<file path="src/hw/rtl/drd_pkg.sv">
// Shared constants, types and helper functions of the detection row decoder.
package drd_pkg;

    // Row layout: four box values, objectness, then the class scores
    localparam int NUM_CLASSES = 80;
    localparam int ROW_LEN     = 5 + NUM_CLASSES;
    localparam int COUNT_W     = 7;
    localparam int CLASS_W     = 7;

    localparam logic [COUNT_W-1:0] ELEM_CENTER_X    = COUNT_W'(0);
    localparam logic [COUNT_W-1:0] ELEM_CENTER_Y    = COUNT_W'(1);
    localparam logic [COUNT_W-1:0] ELEM_BOX_W       = COUNT_W'(2);
    localparam logic [COUNT_W-1:0] ELEM_BOX_H       = COUNT_W'(3);
    localparam logic [COUNT_W-1:0] ELEM_OBJECTNESS  = COUNT_W'(4);
    localparam logic [COUNT_W-1:0] ELEM_FIRST_CLASS = COUNT_W'(5);
    localparam logic [COUNT_W-1:0] ELEM_END         = COUNT_W'(ROW_LEN);

    // Field widths
    localparam int VALUE_W  = 32;
    localparam int THRESH_W = 17;
    localparam int SCALE_W  = 16;
    localparam int PIXEL_W  = 16;
    localparam int OUT_DATA_W = 104;

    // Configuration register map
    localparam int CFG_ADDR_W = 8;
    localparam logic [CFG_ADDR_W-1:0] CFG_CONF_THRESHOLD  = CFG_ADDR_W'(0);
    localparam logic [CFG_ADDR_W-1:0] CFG_SCORE_THRESHOLD = CFG_ADDR_W'(1);
    localparam logic [CFG_ADDR_W-1:0] CFG_X_SCALE         = CFG_ADDR_W'(2);
    localparam logic [CFG_ADDR_W-1:0] CFG_Y_SCALE         = CFG_ADDR_W'(3);

    localparam logic [THRESH_W-1:0] CONF_THRESHOLD_RESET  = THRESH_W'(32768);
    localparam logic [THRESH_W-1:0] SCORE_THRESHOLD_RESET = THRESH_W'(16384);
    localparam logic [SCALE_W-1:0]  X_SCALE_RESET         = SCALE_W'(4096);
    localparam logic [SCALE_W-1:0]  Y_SCALE_RESET         = SCALE_W'(4096);

    // Scaling arithmetic: corner uses 2*center - size, so one more shift bit
    localparam int CORNER_SHIFT  = 29;
    localparam int SIZE_SHIFT    = 28;
    localparam int SPAN_W        = VALUE_W + 2;
    localparam int CORNER_PROD_W = SPAN_W + SCALE_W + 1;
    localparam int CORNER_Q_W    = CORNER_PROD_W - CORNER_SHIFT;
    localparam int SIZE_PROD_W   = VALUE_W + SCALE_W + 1;
    localparam int SIZE_Q_W      = SIZE_PROD_W - SIZE_SHIFT;

    typedef struct packed {
        logic [THRESH_W-1:0] conf_threshold;
        logic [THRESH_W-1:0] score_threshold;
        logic [SCALE_W-1:0]  x_scale;
        logic [SCALE_W-1:0]  y_scale;
    } drd_cfg_t;

    typedef struct packed {
        logic signed [VALUE_W-1:0] center_x;
        logic signed [VALUE_W-1:0] center_y;
        logic signed [VALUE_W-1:0] box_w;
        logic signed [VALUE_W-1:0] box_h;
        logic [CLASS_W-1:0]        class_index;
        logic signed [VALUE_W-1:0] class_score;
    } drd_box_t;

    // Clamp a truncated corner quotient to the signed pixel range
    function automatic logic [PIXEL_W-1:0] sat_corner(input logic signed [CORNER_Q_W-1:0] q);
        logic [PIXEL_W-1:0] res;
        if (q > $signed(CORNER_Q_W'(32767))) begin
            res = PIXEL_W'(16'h7FFF);
        end else if (q < -$signed(CORNER_Q_W'(32768))) begin
            res = PIXEL_W'(16'h8000);
        end else begin
            res = q[PIXEL_W-1:0];
        end
        return res;
    endfunction

    // Clamp a size product to the unsigned pixel range; negative gives zero
    function automatic logic [PIXEL_W-1:0] sat_size(input logic signed [SIZE_PROD_W-1:0] p);
        logic [PIXEL_W-1:0] res;
        if (p[SIZE_PROD_W-1]) begin
            res = '0;
        end else if (p[SIZE_PROD_W-1:SIZE_SHIFT+PIXEL_W] != '0) begin
            res = '1;
        end else begin
            res = p[SIZE_SHIFT+PIXEL_W-1:SIZE_SHIFT];
        end
        return res;
    endfunction

endpackage

</file>
<file path="src/hw/rtl/drd_row_track.sv">
// Input register, per-row element tracking, running argmax and box candidate register.
module drd_row_track (
    input  logic                          aclk,
    input  logic                          aresetn,
    input  logic                          s_valid,
    output logic                          s_ready,
    input  logic [drd_pkg::VALUE_W-1:0]   s_value,
    input  logic                          s_last,
    input  drd_pkg::drd_cfg_t             cfg,
    output logic                          cand_valid,
    input  logic                          cand_ready,
    output drd_pkg::drd_box_t             cand
);

    logic                                 in_valid_reg;
    logic signed [drd_pkg::VALUE_W-1:0]   value_reg;
    logic                                 last_reg;

    logic [drd_pkg::COUNT_W-1:0]          count_reg, count_next;
    logic signed [drd_pkg::VALUE_W-1:0]   cx_reg, cx_next;
    logic signed [drd_pkg::VALUE_W-1:0]   cy_reg, cy_next;
    logic signed [drd_pkg::VALUE_W-1:0]   w_reg, w_next;
    logic signed [drd_pkg::VALUE_W-1:0]   h_reg, h_next;
    logic                                 objok_reg, objok_next;
    logic signed [drd_pkg::VALUE_W-1:0]   best_score_reg, best_score_next;
    logic [drd_pkg::CLASS_W-1:0]          best_class_reg, best_class_next;

    logic                                 cand_valid_reg;
    drd_pkg::drd_box_t                    cand_reg;

    logic                                 slot_free;
    logic                                 fire;
    logic                                 emit;

    // Advance the held beat when the candidate slot is free
    assign slot_free = !cand_valid_reg || cand_ready;
    assign fire      = in_valid_reg && slot_free;
    assign s_ready   = !in_valid_reg || slot_free;

    // Capture the incoming beat
    always_ff @(posedge aclk) begin
        if (!aresetn) begin
            in_valid_reg <= 1'b0;
        end else if (s_ready) begin
            in_valid_reg <= s_valid;
        end
        if (s_ready && s_valid) begin
            value_reg <= $signed(s_value);
            last_reg  <= s_last;
        end
    end

    // Route the held element by its place in the row
    always_comb begin
        count_next      = count_reg;
        cx_next         = cx_reg;
        cy_next         = cy_reg;
        w_next          = w_reg;
        h_next          = h_reg;
        objok_next      = objok_reg;
        best_score_next = best_score_reg;
        best_class_next = best_class_reg;
        priority if (count_reg == drd_pkg::ELEM_CENTER_X) begin
            cx_next = value_reg;
        end else if (count_reg == drd_pkg::ELEM_CENTER_Y) begin
            cy_next = value_reg;
        end else if (count_reg == drd_pkg::ELEM_BOX_W) begin
            w_next = value_reg;
        end else if (count_reg == drd_pkg::ELEM_BOX_H) begin
            h_next = value_reg;
        end else if (count_reg == drd_pkg::ELEM_OBJECTNESS) begin
            objok_next = value_reg >= $signed({15'd0, cfg.conf_threshold});
        end else if (count_reg < drd_pkg::ELEM_END) begin
            // first class always wins, later ones only when strictly higher
            if (count_reg == drd_pkg::ELEM_FIRST_CLASS || value_reg > best_score_reg) begin
                best_score_next = value_reg;
                best_class_next = count_reg - drd_pkg::ELEM_FIRST_CLASS;
            end
        end else begin
            // past the last class score: ignore
        end
        if (count_reg < drd_pkg::ELEM_END) begin
            count_next = count_reg + 1'b1;
        end
    end

    // Decide the row on its last beat with this beat already folded in
    assign emit = last_reg && (count_reg >= drd_pkg::ELEM_FIRST_CLASS) && objok_next &&
                  (best_score_next > $signed({15'd0, cfg.score_threshold}));

    // Update row state, clear it at row end
    always_ff @(posedge aclk) begin
        if (!aresetn) begin
            count_reg      <= '0;
            objok_reg      <= 1'b0;
            best_score_reg <= '0;
            best_class_reg <= '0;
        end else if (fire) begin
            if (last_reg) begin
                count_reg      <= '0;
                objok_reg      <= 1'b0;
                best_score_reg <= '0;
                best_class_reg <= '0;
            end else begin
                count_reg      <= count_next;
                objok_reg      <= objok_next;
                best_score_reg <= best_score_next;
                best_class_reg <= best_class_next;
            end
        end
        if (fire) begin
            cx_reg <= cx_next;
            cy_reg <= cy_next;
            w_reg  <= w_next;
            h_reg  <= h_next;
        end
    end

    // Hold the box candidate until the scaler takes it
    always_ff @(posedge aclk) begin
        if (!aresetn) begin
            cand_valid_reg <= 1'b0;
        end else if (fire) begin
            cand_valid_reg <= emit;
        end else if (cand_ready) begin
            cand_valid_reg <= 1'b0;
        end
        if (fire && emit) begin
            cand_reg.center_x    <= cx_next;
            cand_reg.center_y    <= cy_next;
            cand_reg.box_w       <= w_next;
            cand_reg.box_h       <= h_next;
            cand_reg.class_index <= best_class_next;
            cand_reg.class_score <= best_score_next;
        end
    end

    assign cand_valid = cand_valid_reg;
    assign cand       = cand_reg;

endmodule

</file>
<file path="config.mk">
export PLATFORM = sky130hd
export DESIGN_NAME = drd_row_track
export DESIGN_NICKNAME = d
export VERILOG_FILES = /design/src/hw/rtl/drd_pkg.sv /design/src/hw/rtl/drd_row_track.sv
export SDC_FILE = /design/constraint.sdc
export NUM_CORES = 1
export LEC_CHECK = 0
export ABC_CLOCK_PERIOD_IN_PS = 19200
export BUFFER_PORTS_ARGS = -buffer_cell sky130_fd_sc_hd__buf_2
export CAP_MARGIN = 20
export CORE_UTILIZATION = 25
export DETAILED_ROUTE_END_ITERATION = 8
export GPL_TIMING_DRIVEN = 1
export PLACE_DENSITY = 0.52
export SYNTH_ARGS = -nofsm -noshare
export SYNTH_HDL_FRONTEND = slang
export SYNTH_SLANG_ARGS = --single-unit
</file>
<file path="constraint.sdc">
create_clock -name aclk -period 19.2 [get_ports aclk]
set_input_delay 0.96 -clock aclk [delete_from_list [all_inputs] [get_ports aclk]]
set_output_delay 0.96 -clock aclk [all_outputs]
set_load 0.005 [all_outputs]
</file>
==> flow_summary.json <==
{
  "syn_to_final_growth_pct": 23.64,
  "relSlewSlack": 0.3518,
  "drtIter0Drc": 464,
  "dp_hpwl_um": 27880,
  "start_util": 0.2528,
  "insertion_delay_ns": 0.58,
  "num_vias": 9110,
  "io_pins": 272,
  "dieArea_sq_mm": 0.06340,
  "drc_errors": 0,
  "grt_overflow_total": 0,
  "place_congestion": 0.8037,
  "post-route-util": 0.3125,
  "track_usage": 0.1328,
  "path_class": "reg2reg",
  "ys.flop_type": "edfxtp_1",
  "num-fill-cells": 6172,
  "ctsResizeCount": 0,
  "fp.dieH_um": 251.8,
  "cp.required_ns": 19.42,
  "synth_seq_area_share": 0.6943,
  "placementRows": 91,
  "end_kind": "register",
  "die-width_um": 251.8,
  "crit_fanout": 61,
  "ir_drop_v": 0.00005840,
  "fin_nets": 1406,
  "finalHoldViolCount": 0,
  "crit_path_start_kind": "register",
  "core-area_sq_mm": 0.06171,
  "drtAntennaViolNets": 0,
  "ctsHoldBuffers": 0,
  "firstDrtPassIters": 4,
  "pwr_density_cell_mw_per_mm2": 97.89,
  "setup_tns_ns": 0,
  "multi_input_comb_area_sq_mm": 0.004312,
  "synth_nets": 1142,
  "hold_class": "reg2reg",
  "total_power_mw": 1.888,
  "drv_cap": 0,
  "drive_above_1_share": 0.3831,
  "r2r-start": "value_reg[31]",
  "synth_area_sq_mm": 0.01560,
  "worst_pin_slew_ns": 0.9713,
  "drt-total-wl_um": 42280,
  "vias_per_cell": 4.328,
  "min_period_ns": 6.904,
  "arrival_ns": 7.13,
  "leakagePower_nw": 7.066,
  "post-route-period-util": 0.3596,
  "hold-worst-slack_ns": 0.4537,
  "synth_commonest_cells": "328 x edfxtp_1, 158 x mux2_2, 82 x inv_1",
  "wl_per_cell_um": 20.09,
  "grt_pass1_wl_um": 62180,
  "cts.reportedPaths.clkPinSlew_ns": 0.06,
  "grt_pass1_vias": 9472,
  "cp-startpoint": "value_reg[31]",
  "ys_ff_latch": 377,
  "async_reset_ff_frac": 0,
  "synth_cells": 968,
  "synth_edf_count": 328,
  "max_freq_mhz": 144.9,
  "yosysTopAreaCell": "edfxtp_1",
  "regArea_sq_mm": 0.01083,
  "grt_setup_unrepaired": "false",
  "cts-root-buf": "clkbuf_16",
  "h-tree-depth": 2,
  "ys_types": 54,
  "syn_avg_cell_area_sq_um": 16.12,
  "cts_max_path_buffers": 3,
  "largest_reg_flops": 167,
  "yosysWarnings": 0,
  "cts_tree": "done",
  "run_status": "finished clean",
  "clock_skew_ns": 0.02426,
  "cts_setup_buffers": 0,
  "finalSetupViolations": 0,
  "yosysMostFrequentCell": "edfxtp_1",
  "synth.area.top_cells": "edfxtp_1 63%, mux2_2 11%, dfxtp_1 6.3%",
  "slew_violations": 0,
  "grt_antenna_before_repair": 9,
  "cts_buffers": 44,
  "cts.sinks": 377,
  "netlist.area_leader.share": 0.6314,
  "io_buffers": 239,
  "grt_max_degree": 77,
  "hold_path_startpoint": "best_class_reg[5]"
}
==> routing by layer <==
| metal | global-route usage | part of all wire |
|---|---|---|
| met1 | 0.1690 | 0.44 |
| met2 | 0.2193 | 0.47 |
| met3 | 0.03807 | 0.065 |
| met4 | 0.03723 | 0.022 |
| met5 | 0 | 0.0013 |
==> stage by stage <==
step,instances,area (sq um),setup WS [ns]
finish,2105,19290,12.30
global route,2104,19280,11.76
CTS,2102,19250,11.77
detailed placement,2022,17790,11.83
global placement,2022,17790,11.92
floorplan,968,15600,5.649
==> layout by cell type (no fill, tap or decap), types with 22 or more instances in the layout <==
cell type	count
a21oi_1	28
a32o_1	31
buf_2	239
clkbuf_16	45
dfxtp_1	49
edfxtp_1	328
ha_1	71
inv_1	81
mux2_2	158
nand2_1	29
nor2_1	26
o21ai_0	22
==> worst paths after layout <==
path / endpoint / slack (ns) / cells after the start
max: cand[164] / 12.30 / 18
max reg2reg: cand[164] / 12.30 / 18
min reg2reg: best_class_reg[5] / 0.45 / 2
min: best_class_reg[5] / 0.45 / 2
==> critical path: stages (launching register included) <==
cell	delay [ns]
edfxtp_1	0.61
ha_1	0.43
nand4_1	0.19
nor4_1	0.70
o21ai_0	0.18
a31oi_1	0.44
o21ai_4	0.28
buf_4	0.33
mux2_2	0.35
ha_1	0.32
o21ai_0	0.10
a211o_1	0.30
a41o_1	0.23
a31oi_1	0.19
o31ai_1	0.19
a21oi_4	0.18
buf_4	0.63
buf_4	0.41
buf_16	0.32
==> cell families after synthesis <==
| family | after synthesis | share of synthesized area |
|---|---|---|
| compound gates | 116 | 0.05478 |
| xor+xnor | 9 | 0.005053 |
| fa+ha+maj | 71 | 0.05695 |
| buf+inv | 116 | 0.03120 |
| flops | 377 | 0.6943 |
| mux | 166 | 0.1195 |
| simple gates | 113 | 0.03826 |
==> power by group <==
part | internal (mW) | switching (mW) | total [mW]
logic | 0.0383 | 0.0519 | 0.0902
registers | 0.912 | 0.0197 | 0.932
clock network | 0.523 | 0.344 | 0.866
total | 1.47 | 0.415 | 1.89
==> cell type report <==
| class | count | share of cell area |
|---|---|---|
| timing repair buffer | 252 | 0.06812 |
| inverter | 82 | 0.01622 |
| antenna | 2 | 0.0002595 |
| tap | 837 | 0.05430 |
| multi-input combinational | 475 | 0.2235 |
| clock buffer | 54 | 0.06014 |
| sequential | 377 | 0.5615 |
| clock inverter | 26 | 0.01589 |
No activity file was read; power rests on OpenSTA's default activity.
